File: src/csc_pkg.sv
`default_nettype none
// ----------------------------------------------------------------------------
// csc_pkg
// Shared types, codes and helpers of the snooping coherence controller.
// ----------------------------------------------------------------------------
package csc_pkg;

	localparam int LINE_INDEX_W     = 10;
	localparam int CFG_W            = 4;
	localparam int DEF_NUM_LINES    = 1024;
	localparam int DEF_COUNTER_BITS = 4;
	localparam logic [CFG_W-1:0] COUNTER_INIT_RESET = 4'd1;

	typedef enum logic [2:0] {
		LS_I  = 3'd0,
		LS_E  = 3'd1,
		LS_SC = 3'd2,
		LS_SM = 3'd3,
		LS_M  = 3'd4
	} line_state_t;

	typedef enum logic [2:0] {
		MODE_PROC_RD    = 3'd0,
		MODE_PROC_WR    = 3'd1,
		MODE_BUS_DONE   = 3'd2,
		MODE_SNOOP_RD   = 3'd3,
		MODE_SNOOP_UPDT = 3'd4,
		MODE_FILL_DONE  = 3'd5
	} mode_t;

	typedef enum logic [1:0] {
		BUS_NONE        = 2'd0,
		BUS_RD          = 2'd1,
		BUS_UPDT        = 2'd2,
		BUS_UPDT_FOLLOW = 2'd3
	} bus_op_t;

	typedef enum logic [1:0] {
		FSM_CLEAR = 2'd0,
		FSM_IDLE  = 2'd1,
		FSM_EXEC  = 2'd2
	} fsm_state_t;

	// outstanding request and fill flags
	typedef struct packed {
		logic        fill_pending;
		logic        req_outstanding;
		logic        req_is_write;
		line_state_t req_old_state;
	} ctrl_flags_t;

	// result item, hit in the lowest bit
	typedef struct packed {
		logic        error;
		line_state_t line_state;
		logic        assert_owner;
		logic        assert_shared;
		logic        cache_transfer;
		logic        mem_fetch;
		bus_op_t     bus_op;
		logic        hit;
	} resp_t;

	localparam int RESP_W = $bits(resp_t);

	// number of conditional-subtract steps that reduce a line index
	// modulo n (zero when n covers the whole index range)
	function automatic int mod_steps(input int n);
		int s;
		s = 0;
		for (int k = 0; k < LINE_INDEX_W + 1; k++) begin
			if ((n << k) <= (1 << LINE_INDEX_W) - 1) begin
				s = k + 1;
			end
		end
		return s;
	endfunction

endpackage
`default_nettype wire

File: src/csc_protocol.sv
`default_nettype none
// ----------------------------------------------------------------------------
// csc_protocol
// Coherence transition logic: from the line read out of memory, the event
// and the request/fill registers, forms the line write-back, the response
// and the next request/fill registers.
// ----------------------------------------------------------------------------
module csc_protocol
	import csc_pkg::*;
#(
	parameter int NUM_LINES    = DEF_NUM_LINES,
	parameter int COUNTER_BITS = DEF_COUNTER_BITS,
	localparam int IDX_W       = $clog2(NUM_LINES)
) (
	input  wire mode_t                   mode,
	input  wire logic [IDX_W-1:0]        line,
	input  wire logic                    bus_shared,
	input  wire logic                    bus_owner,
	input  wire logic [CFG_W-1:0]        counter_init,
	input  wire line_state_t             rd_state,
	input  wire logic [COUNTER_BITS-1:0] rd_cnt,
	input  wire ctrl_flags_t             ctrl,
	input  wire logic [IDX_W-1:0]        fill_index,
	input  wire logic [IDX_W-1:0]        req_index,
	output line_state_t                  wr_state,
	output logic      [COUNTER_BITS-1:0] wr_cnt,
	output resp_t                        resp,
	output ctrl_flags_t                  ctrl_next,
	output logic      [IDX_W-1:0]        fill_index_next,
	output logic      [IDX_W-1:0]        req_index_next
);

	localparam int SAT_W = CFG_W + COUNTER_BITS;
	localparam logic [SAT_W-1:0] CNT_MAX = (SAT_W'(1) << COUNTER_BITS) - SAT_W'(1);

	logic [COUNTER_BITS-1:0] init_sat;
	logic [COUNTER_BITS-1:0] cnt_bumped;
	logic                    filling;
	logic                    is_wr;

	always_comb begin
		if (SAT_W'(counter_init) > CNT_MAX) begin
			init_sat = CNT_MAX[COUNTER_BITS-1:0];
		end else begin
			init_sat = COUNTER_BITS'(counter_init);
		end
	end

	assign cnt_bumped = (rd_cnt != '1) ? rd_cnt + 1'b1 : rd_cnt;
	assign filling    = ctrl.fill_pending && (fill_index == line);
	assign is_wr      = (mode == MODE_PROC_WR);

	always_comb begin
		wr_state        = rd_state;
		wr_cnt          = rd_cnt;
		resp            = '0;
		ctrl_next       = ctrl;
		fill_index_next = fill_index;
		req_index_next  = req_index;

		case (mode)
			MODE_PROC_RD, MODE_PROC_WR: begin
				if (rd_state == LS_M || (!is_wr && rd_state != LS_I)) begin
					resp.hit = 1'b1;
					wr_cnt   = cnt_bumped;
				end else if (is_wr && rd_state == LS_E) begin
					resp.hit = 1'b1;
					wr_cnt   = cnt_bumped;
					wr_state = LS_M;
				end else if (ctrl.req_outstanding) begin
					resp.error = 1'b1;
				end else begin
					if (rd_state != LS_I) begin
						wr_cnt = cnt_bumped;
					end
					resp.bus_op               = (rd_state == LS_I) ? BUS_RD : BUS_UPDT;
					ctrl_next.req_outstanding = 1'b1;
					ctrl_next.req_is_write    = is_wr;
					ctrl_next.req_old_state   = rd_state;
					req_index_next            = line;
				end
			end
			MODE_BUS_DONE: begin
				if (!ctrl.req_outstanding) begin
					resp.error = 1'b1;
				end else begin
					ctrl_next.req_outstanding = 1'b0;
					if (ctrl.req_old_state == LS_I) begin
						if (bus_owner) begin
							resp.cache_transfer = 1'b1;
						end else begin
							resp.mem_fetch         = 1'b1;
							ctrl_next.fill_pending = 1'b1;
							fill_index_next        = line;
						end
						wr_cnt = init_sat;
						if (!ctrl.req_is_write) begin
							wr_state = bus_shared ? LS_SC : LS_E;
						end else if (!bus_shared) begin
							wr_state = LS_M;
						end else begin
							wr_state    = LS_SM;
							resp.bus_op = BUS_UPDT_FOLLOW;
						end
					end else if (ctrl.req_is_write &&
						(ctrl.req_old_state == LS_SC || ctrl.req_old_state == LS_SM)) begin
						if (!bus_shared) begin
							wr_state = LS_M;
						end else begin
							resp.cache_transfer = 1'b1;
							wr_state            = LS_SM;
						end
					end else begin
						resp.error = 1'b1;
					end
				end
			end
			MODE_SNOOP_RD: begin
				if (rd_state == LS_M) begin
					wr_state           = LS_SM;
					resp.assert_owner  = 1'b1;
					resp.assert_shared = 1'b1;
				end else if (rd_state == LS_SM) begin
					resp.assert_owner  = 1'b1;
					resp.assert_shared = 1'b1;
				end else if (rd_state == LS_SC || rd_state == LS_E) begin
					resp.assert_owner  = !filling;
					resp.assert_shared = 1'b1;
					wr_state           = LS_SC;
				end
			end
			MODE_SNOOP_UPDT: begin
				if (rd_state == LS_M || rd_state == LS_E) begin
					resp.error = 1'b1;
				end else if (rd_state == LS_SM || rd_state == LS_SC) begin
					resp.assert_owner = (rd_state == LS_SC) && !filling;
					// competitive update: drop the copy once its count runs out
					if (rd_cnt <= COUNTER_BITS'(1)) begin
						wr_state = LS_I;
					end else begin
						wr_cnt             = rd_cnt - 1'b1;
						wr_state           = LS_SC;
						resp.assert_shared = 1'b1;
					end
				end
			end
			MODE_FILL_DONE: begin
				if (ctrl.fill_pending) begin
					ctrl_next.fill_pending = 1'b0;
				end else begin
					resp.error = 1'b1;
				end
			end
			default: begin
				resp.error = 1'b1;
			end
		endcase

		resp.line_state = wr_state;
	end

endmodule
`default_nettype wire

File: config.mk
export PLATFORM = sky130hd
export DESIGN_NAME = csc_protocol
export DESIGN_NICKNAME = d
export VERILOG_FILES = /design/src/csc_pkg.sv /design/src/csc_protocol.sv
export SDC_FILE = /design/constraint.sdc
export NUM_CORES = 1
export LEC_CHECK = 0
export ABC_AREA = 1
export BUFFER_PORTS_ARGS = -buffer_cell sky130_fd_sc_hd__buf_2
export CORE_UTILIZATION = 41
export DETAILED_ROUTE_END_ITERATION = 10
export GPL_ROUTABILITY_DRIVEN = 0
export PLACE_DENSITY = 0.84
export SKIP_LAST_GASP = 1
export SYNTH_ARGS = -nofsm -noshare
export SYNTH_HDL_FRONTEND = slang
export SYNTH_SLANG_ARGS = --single-unit
File: constraint.sdc
create_clock -name vclk -period 2.27
set_clock_uncertainty 0.1 [all_clocks]
set_input_delay 0.5675 -clock vclk [all_inputs]
set_output_delay 0.5675 -clock vclk [all_outputs]
set_load 0.005 [all_outputs]
==> run_results.csv, run 1 <==
group,metric,value,unit
run_status,status,"did not finish",
run_status,haltStage,"global routing",
run_status,error,"[ERROR GRT-0232] Routing congestion too high. Check the congestion heatmap in the GUI.",
logic_synthesis,syn_area_per_cell,5.38,sq um
global_route,grt_max_degree,12,
logic_synthesis,yosys.area_share.adder,4.12,%
place,place.detailed.hpwl,4650,microns
global_route,track_usage,64.2,%
logic_synthesis,synth_top_family_by_area,"simple AND/OR/NAND/NOR gates",
logic_synthesis,ys_warn_count,0,
timing,worst_endpoint,"req_index_next[5]",
logic_synthesis,synth_xor_area_share,2.89,%
logic_synthesis,syn_nets,339,
floorplan,placementRows,21,
floorplan,dieHeight,62.8,microns
logic_synthesis,netlist_area,1520,sq um
global_route,grt_overflow,2,
floorplan,start_util,44.1,%
floorplan,die_x,62.8,microns
place,io_buffers,96,
logic_synthesis,ys_top_cells_by_area,"nand2_1, inv_1, o21ai_2",
logic_synthesis,synth_simple_gate_area_share,49.5,%
place,place_area,2460,sq um
logic_synthesis,netlist_instances,282,
logic_synthesis,ys_seq_area_share,0,%
logic_synthesis,synth_top_area_share,19.0,%
timing,endpoint_type,"primary output",
logic_synthesis,synthMuxAreaShare,0,%
clocking,cts-hold-fix-buffers,0,
logic_synthesis,ys_types,32,
floorplan,io_pins,96,
logic_synthesis,synth_compound_area_share,24.7,%
logic_synthesis,synth_largest_area_cell,"nand2_1",
-- metrics by stage --
stage                     cells  setup WS, ns  hold slack (ns)
after detailed placement    478        -0.210             1.30
after CTS                   491        -0.122             1.30
after global placement      478        -0.183             1.30
after floorplan             282       0.00207             1.11
-- cell families after synthesis --
group                      after synthesis
and+or+nand+nor                        157
AOI/OAI and AO/OA                       56
adders and majority gates                5
buffers and inverters                   59
xor gates and xnor gates                 5
-- cells in the mapped netlist (all sizes together) --
cell type,n
a21oi,9
o32ai,1
ha,5
o21ai,40
nor2,27
nand2,87
o21bai,1
a21boi,1
nand3,27
nor3,4
buf,10
nand4,9
inv,49
nand3b,2
o211ai,1
o22ai,2
a32oi,1
xnor2,5
or2,1
-- what timing repair did --
action                     in CTS
pin swaps                      21
cloned                          2
setup endpoints to repair      40
resized for setup              82
buffers inserted               13
-- routing by layer --
layer	overflow	track usage [%]
met1	0	58.6
met2	1	92.0
met3	0	42.3
met4	1	68.3
met5	0	0
==> inputs of run 2 (changes only) <==
--- a/config.mk
+++ b/config.mk
@@ -7,10 +7,10 @@
 export LEC_CHECK = 0
 export ABC_AREA = 1
 export BUFFER_PORTS_ARGS = -buffer_cell sky130_fd_sc_hd__buf_2
-export CORE_UTILIZATION = 41
+export CORE_UTILIZATION = 27
 export DETAILED_ROUTE_END_ITERATION = 10
 export GPL_ROUTABILITY_DRIVEN = 0
-export PLACE_DENSITY = 0.84
+export PLACE_DENSITY_LB_ADDON = 0.15
 export SKIP_LAST_GASP = 1
 export SYNTH_ARGS = -nofsm -noshare
 export SYNTH_HDL_FRONTEND = slang
==> constraint.sdc (replaced) <==
create_clock -name vclk -period 3
set_clock_uncertainty 0.1 [all_clocks]
set_input_delay 0.75 -clock vclk [all_inputs]
set_output_delay 0.75 -clock vclk [all_outputs]
set_load 0.005 [all_outputs]
==> run 2 against run 1 <==
The run now ends clean. Synthesized cell count did not move. Area after synthesis did not move.
==> run_results.csv, run 2 <==
group,metric,value,unit
logic_synthesis,synth_common_cells,"nand2_1, inv_1, nand3_1, nor2_1, o21ai_0",
floorplan,core_area,5270,sq um
setup_path,crit_path_max_fanout,23,
power_and_ir_drop,pwr-share-clk,0,%
floorplan,dieHeight,77.0,microns
power_and_ir_drop,p_per_area,123,nW/um^2
timing,rsz0062_at_grt,"no",
logic_synthesis,ys_types,32,
global_route,antenna_found_initial,0,
timing,setup_ws,0.125,ns
floorplan,die_x,77.0,microns
detailed_routing,wire_per_inst,11.2,microns
timing,fin_setup_tns,0,ns
timing,fmax,348,MHz
detailed_routing,wl,5110,microns
layout,layout_common_cells,"buf_2, nand2_1, inv_1",
layout,design.seq.count,0,
logic_synthesis,ys_warn_count,0,
power_and_ir_drop,switchingPower,0.146,mW
timing,fin_crit_sh,95.8,%
logic_synthesis,synth_top_area_share,19.0,%
layout,synthToLayoutAreaGrowth,40.6,%
setup_path,crit_path_max_incr_delay,0.22,ns
power_and_ir_drop,power,0.262,mW
layout,seq_area,0,sq um
setup_path,crit_type,"input pin to primary output",
timing,period_needed,2.87,ns
floorplan,placementRows,26,
setup_path,endpoint,"req_index_next[2]",
timing,tightestPinTransition,0.381,ns
timing,hold_slack,1.67,ns
setup_path,cp-startpoint,"rd_state[1]",
power_and_ir_drop,switching_share,55.8,%
floorplan,dieArea,5930,sq um
clocking,cts-hold-fix-buffers,0,
logic_synthesis,synth_largest_area_cell,"nand2_1",
power_and_ir_drop,irDropWorstVdd,48.3,uV
place,place.detailed.hpwl,4400,microns
timing,drv_slew,0,
power_and_ir_drop,internal_power,0.116,mW
flow_run,drv_cap,0,
global_route,grt_overflow,0,
power_and_ir_drop,p_comb_share,100.0,%
layout,final_common_cell,"buf_2",
logic_synthesis,netlist_area,1520,sq um
detailed_routing,drt_iter0_drc,102,
power_and_ir_drop,seqPwrFrac,0,%
setup_path,path_cells,"buf_2 > inv_1 > nand2_1 > nor3_4 > inv_2 > nand3_4 > buf_12 > nand2_1 > o21ai_2 > buf_2",
logic_synthesis,syn_nets,339,
setup_path,required,2.15,ns
place,io_buffers,96,
layout,diodes,0,
timing,slew_headroom,74.5,%
setup_path,start_kind,"input pin",
setup_path,cp.arrival,2.02,ns
layout,drive_gt1_share,40.7,%
worst_hold_path,hold_class,"input pin to primary output",
detailed_routing,dr.pass1.iters,4,
setup_path,path_delay_family,"buffers and inverters",
floorplan,io_pins,96,
logic_synthesis,ys_top_cells_by_area,"nand2_1, inv_1, o21ai_2",
clocking,cts_setup_buffers,0,
setup_path,worst-path-stages,10,
run_status,status,"finished clean",
place,pre_cts_ws,0.127,ns
floorplan,start_util,28.8,%
layout,nClkBuffers,0,
setup_path,endpoint_kind,"primary output",
logic_synthesis,syn_area_per_cell,5.38,sq um
timing,finalHoldViolations,0,
layout,fin_util,40.5,%
logic_synthesis,ys_seq_area_share,0,%
global_route,grt_pass1_vias,1815,
layout,finalNetCount,445,
timing,finalSetupViolCount,0,
setup_path,critPathSlowestCell,"nor3_4",
detailed_routing,drc,0,
logic_synthesis,synth_most_common_cell,"nand2_1",
global_route,grt_max_degree,24,
logic_synthesis,netlist_instances,282,
power_and_ir_drop,p_leak,1.24,nW
global_route,track_usage,16.3,%
detailed_routing,ant_nets,0,
setup_path,path_buf_inv,5,
detailed_routing,via_per_inst,4.59,
detailed_routing,vias,2095,
global_route,grt_pass1_wl,8180,microns
[run 2: kinds of logic (layout without fill, tap and decap cells)]
family	count (synthesis)	after routing	synth area share (%)
compound gates	56	56	24.7
buf+inv	59	163	18.8
fa+ha+maj	5	5	4.12
xor+xnor	5	5	2.89
simple gates	157	157	49.5
[run 2: how the worst min path moves through the flow]
| stage | startpoint | endpoint | slack, ns | depth (start not counted) |
|---|---|---|---|---|
| 2_1_floorplan | ctrl[4] | resp[1] | 1.48 | 1 |
| 4_1_cts | req_index[5] | req_index_next[5] | 1.67 | 4 |
| 6_report | req_index[9] | req_index_next[9] | 1.67 | 4 |
| 3_5_place_dp | req_index[5] | req_index_next[5] | 1.67 | 4 |
| 3_3_place_gp | req_index[5] | req_index_next[5] | 1.66 | 4 |
| 5_1_grt | req_index[9] | req_index_next[9] | 1.68 | 4 |
[run 2: per-stage QoR]
step	instances	area, sq um
2_1_floorplan	282	1520
5_1_grt	456	2130
6_report	456	2130
3_5_place_dp	456	2130
4_1_cts	456	2130
3_3_place_gp	456	2130
[run 2: area by class of cell]
cell class,count,area (sq um)
fillers,620,3140
well taps,70,87.6
multi-input cells,223,1230
inverters,49,184
repair buffers,114,628
[run 2: worst min-delay path: stages]
cell     delay [ns]
buf_2          0.08
nand2_1        0.05
o21ai_2        0.04
buf_2          0.10
[run 2: power by group through the flow]
stage	logic, mW	clock network, mW	registers (mW)
after floorplan	0.145	0	0
after global placement	0.262	0	0
after detailed placement	0.262	0	0
after CTS	0.263	0	0
after global routing	0.295	0	0
final	0.262	0	0
[run 2: repair_timing]
action	4_1_cts	5_1_grt
resized for setup	0	2
setup endpoints to repair	0	6
hold endpoints to repair	0	0
[run 2: routing by layer]
layer | vias to the layer above | global-route usage (%) | share of wire (%)
met4 | 0 | 2.26 | 0.94
li1 | 1126 | - | -
met1 | 893 | 22.1 | 45
met3 | 4 | 1.19 | 6.7
met5 | - | 0 | 0
met2 | 72 | 28.4 | 47
Note: power is estimated with default switching activity, not from simulation.
==> inputs of run 3 (changes only) <==
--- a/config.mk
+++ b/config.mk
@@ -7,11 +7,13 @@
 export LEC_CHECK = 0
 export ABC_AREA = 1
 export BUFFER_PORTS_ARGS = -buffer_cell sky130_fd_sc_hd__buf_2
-export CORE_UTILIZATION = 27
+export CORE_AREA = 2 2 63 65
 export DETAILED_ROUTE_END_ITERATION = 10
+export DIE_AREA = 0 0 65 67
 export GPL_ROUTABILITY_DRIVEN = 0
 export PLACE_DENSITY_LB_ADDON = 0.15
 export SKIP_LAST_GASP = 1
 export SYNTH_ARGS = -nofsm -noshare
 export SYNTH_HDL_FRONTEND = slang
 export SYNTH_SLANG_ARGS = --single-unit
+export TNS_END_PERCENT = 100
==> run 3 against run 2 <==
Final cell count decreased by 5.7%. Setup slack got worse by 0.032 ns. Critical path depth decreased by 1. Routed wire length decreased by 9.3%. Combinational power decreased by 3%. Flip-flop and latch count unchanged. Global-route usage increased by 3.2 points. Highest routed layer unchanged.
==> run_results.csv, run 3 (synthesized netlist as in run 2, its figures left out) <==
group,metric,value,unit
detailed_routing,via_per_inst,4.81,
global_route,antenna_found_initial,0,
layout,seq_area,0,sq um
place,io_buffers,96,
floorplan,die_x,65,microns
timing,fmax,344,MHz
detailed_routing,vias,2068,
timing,rsz0062_at_grt,"yes",
timing,drv_slew,0,
global_route,grt_max_degree,23,
layout,final_common_cell,"buf_2",
layout,nClkBuffers,0,
global_route,grt_pass1_wl,6930,microns
power_and_ir_drop,seqPwrFrac,0,%
timing,hold_slack,1.67,ns
layout,layout_common_cells,"buf_2, nand2_1, inv_1",
layout,final_area,2080,sq um
floorplan,start_util,42.1,%
power_and_ir_drop,switchingPower,0.142,mW
setup_path,start_kind,"input pin",
power_and_ir_drop,p_comb_share,100.0,%
power_and_ir_drop,switching_share,55.7,%
layout,design.seq.count,0,
setup_path,crit_path_max_incr_delay,0.30,ns
layout,multiInputGateArea,1240,sq um
layout,finalNetCount,441,
power_and_ir_drop,pwr-share-clk,0,%
floorplan,placementRows,22,
setup_path,crit_path_max_fanout,6,
layout,nFillCells,398,
setup_path,path_cells,"buf_2 > inv_1 > nand2_1 > nand2_1 > o21ai_0 > a21boi_0 > buf_4 > o21bai_1 > buf_2",
power_and_ir_drop,irDropWorstVdd,60.1,uV
global_route,track_usage,19.5,%
setup_path,path_buf_inv,4,
run_status,status,"finished clean",
setup_path,cp.arrival,2.06,ns
place,place_area,2070,sq um
floorplan,dieArea,4360,sq um
timing,setup_ws,0.0937,ns
power_and_ir_drop,p_leak,1.23,nW
layout,drive_gt1_share,40.3,%
detailed_routing,drc,0,
floorplan,core_area,3610,sq um
floorplan,io_pins,96,
power_and_ir_drop,internal_power,0.113,mW
setup_path,critPathSlowestCell,"a21boi_0",
timing,finalHoldViolations,0,
detailed_routing,wire_per_inst,10.8,microns
global_route,grt_pass1_vias,1652,
timing,finalSetupViolCount,0,
detailed_routing,dr.pass1.iters,4,
timing,tightestPinTransition,0.321,ns
layout,synthToLayoutAreaGrowth,37.1,%
place,pre_cts_ws,-0.0124,ns
timing,period_needed,2.91,ns
clocking,cts-hold-fix-buffers,0,
layout,diodes,0,
detailed_routing,wl,4640,microns
timing,slew_headroom,78.4,%
power_and_ir_drop,p_per_area,123,nW/um^2
setup_path,required,2.15,ns
worst_hold_path,hold_class,"input pin to primary output",
setup_path,crit_type,"input pin to primary output",
setup_path,path_delay_family,"buffers and inverters",
flow_run,drv_cap,0,
detailed_routing,ant_nets,0,
detailed_routing,drt_iter0_drc,83,
floorplan,dieHeight,67,microns
global_route,grt_overflow,0,
timing,fin_crit_sh,96.9,%
place,place.detailed.hpwl,3990,microns
setup_path,endpoint_kind,"primary output",
==> run 3: path summary, 6_finish.rpt <==
path,from,to,slack (ns),cells past startpoint
min,req_index[7],req_index_next[7],1.67,4
max,rd_state[1],resp[5],0.09,9
==> run 3: per-layer routing <==
metal / GRT usage, % / vias up / wire length [microns]
met5: 0 / - / 0
met4: 1.60 / 0 / 28
met3: 0.507 / 2 / 255
met2: 37.4 / 58 / 2320
li1: - / 1119 / -
met1: 24.9 / 889 / 2030
==> run 3: metrics by stage <==
| step | setup TNS, ns | cells | util (%) | total power [mW] |
|---|---|---|---|---|
| after detailed placement | -0.0186 | 429 | 57.3 | 0.254 |
| after global routing | -0.0254 | 430 | 57.7 | 0.287 |
| after global placement | 0 | 429 | 57.3 | 0.251 |
| after floorplan | 0 | 282 | - | 0.145 |
| after CTS | 0 | 429 | 57.3 | 0.255 |
| final | 0 | 430 | 57.7 | 0.255 |
==> run 3: area by class of cell <==
cell class,instances,share of cell area [%]
inverters,49,8.84
multi-input cells,223,59.5
well taps,48,2.89
repair buffers,110,28.7
==> run 3: repair_timing <==
item / 4_1_cts / 5_1_grt
setup endpoints to repair: 2 / 4
buffers inserted: 0 / 1
resized for setup: 1 / 2
pin swaps: 0 / 1
==> run 3: power groups by stage <==
stage | logic [mW] | registers [mW] | clock network [mW]
finish | 0.255 | 0 | 0
global route | 0.287 | 0 | 0
CTS | 0.255 | 0 | 0
detailed placement | 0.254 | 0 | 0
global placement | 0.251 | 0 | 0
floorplan | 0.145 | 0 | 0
==> inputs of run 4 (changes only) <==
--- a/config.mk
+++ b/config.mk
@@ -6,7 +6,7 @@
 export NUM_CORES = 1
 export LEC_CHECK = 0
 export ABC_AREA = 1
-export BUFFER_PORTS_ARGS = -buffer_cell sky130_fd_sc_hd__buf_2
+export BUFFER_PORTS_ARGS = -buffer_cell sky130_fd_sc_hd__buf_4
 export CORE_AREA = 2 2 63 65
 export DETAILED_ROUTE_END_ITERATION = 10
 export DIE_AREA = 0 0 65 67
==> run 4 against run 3 <==
Sequential share of layout area unchanged. Global-route usage increased by 1.3 points. Critical path depth increased by 2. Critical path type unchanged. Non-clock buffer count unchanged. Via count increased by 1.7%. Core utilization increased by 6.6 points. Largest cell class unchanged. Largest power group unchanged. Final area increased by 11%. Worst hold slack got worse by 0.0049 ns.
==> run_results.csv, run 4 (synthesized netlist as in run 2, its figures left out) <==
group,metric,value,unit
run_status,status,"finished clean",
timing,period_needed,2.90,ns
floorplan,placementRows,22,
timing,finalSetupViolCount,0,
floorplan,core_area,3610,sq um
place,dp.cells,428,
global_route,grt_max_degree,28,
setup_path,cp.arrival,2.05,ns
layout,layout_common_cells,"buf_4, nand2_1, inv_1",
detailed_routing,drc,0,
place,io_buffers,96,
floorplan,dieArea,4360,sq um
clocking,cts-hold-fix-buffers,0,
global_route,track_usage,20.8,%
setup_path,crit_type,"input pin to primary output",
power_and_ir_drop,irDropWorstVdd,63.1,uV
detailed_routing,dr.pass1.iters,4,
detailed_routing,via_per_inst,4.89,
detailed_routing,ant_nets,0,
layout,nClkBuffers,0,
layout,diodes,0,
setup_path,crit_path_max_fanout,5,
detailed_routing,drt_iter0_drc,57,
floorplan,dieHeight,67,microns
layout,drive_gt1_share,40.1,%
global_route,grt_overflow,0,
flow_run,drv_cap,0,
layout,nFillCells,381,
floorplan,io_pins,96,
power_and_ir_drop,power,0.299,mW
timing,tightestPinTransition,0.367,ns
timing,fin_setup_tns,0,ns
timing,fin_crit_sh,96.7,%
detailed_routing,vias,2103,
layout,finalNetCount,441,
power_and_ir_drop,p_per_area,129,nW/um^2
layout,final_common_cell,"buf_4",
worst_hold_path,hold_depth,4,
timing,slew_headroom,75.5,%
floorplan,die_x,65,microns
global_route,grt_pass1_vias,1734,
setup_path,endpoint_kind,"primary output",
layout,synthToLayoutAreaGrowth,52.7,%
global_route,antenna_found_initial,0,
timing,hold_slack,1.66,ns
setup_path,start_kind,"input pin",
layout,stdcell_count,430,
place,place.detailed.hpwl,4110,microns
layout,design.seq.count,0,
worst_hold_path,hold_class,"input pin to primary output",
global_route,grt_pass1_wl,7420,microns
power_and_ir_drop,p_leak,1.30,nW
timing,fmax,345,MHz
detailed_routing,wl,4880,microns
layout,seq_area,0,sq um
detailed_routing,wire_per_inst,11.3,microns
timing,drv_slew,0,
timing,finalHoldViolations,0,
floorplan,start_util,42.1,%
setup_path,required,2.15,ns
## run 4: what timing repair did
action,CTS,global route
buffers inserted,0,2
resized for setup,0,3
setup endpoints to repair,0,7
## run 4: worst paths after layout
kind | startpoint | endpoint | slack [ns]
worst min-delay path | req_index[7] | req_index_next[7] | 1.66
worst max-delay path | mode[1] | wr_cnt[2] | 0.1
## run 4: critical path, stage by stage
cell and delay (ns):
buf_4 0.14, inv_2 0.08, nand2_2 0.06, nor2_1 0.18, nand4_1 0.24, buf_4 0.22, nand2_1 0.05, nand2_1 0.05
nand3_1 0.07, nand3_1 0.08, buf_4 0.14
## run 4: per-stage QoR
step | cell area (sq um) | setup slack [ns] | util (%)
finish | 2320 | 0.0993 | 64.3
global route | 2320 | -0.00781 | 64.3
CTS | 2300 | 0.0412 | 63.8
detailed placement | 2300 | 0.0505 | 63.8
global placement | 2300 | 0.0967 | 63.8
floorplan | 1520 | 0.311 | -
## run 4: cell type report
cell class	instances	area (sq um)	share of cell area (%)
tap	48	60.1	2.59
timing repair buffer	110	838	36.2
inverter	49	184	7.94
multi-input combinational	223	1230	53.3
## run 4: metal layers
metal / track usage (%) / part of all wire (%)
met3: 1.69 / 5.8
met5: 0 / 0
met1: 25.6 / 43
met2: 40.1 / 51
met4: 2.39 / 0.84
## run 4: report_power, final
part | internal [mW] | switching [mW]
sequential | 0 | 0
combinational | 0.153 | 0.146
clock | 0 | 0
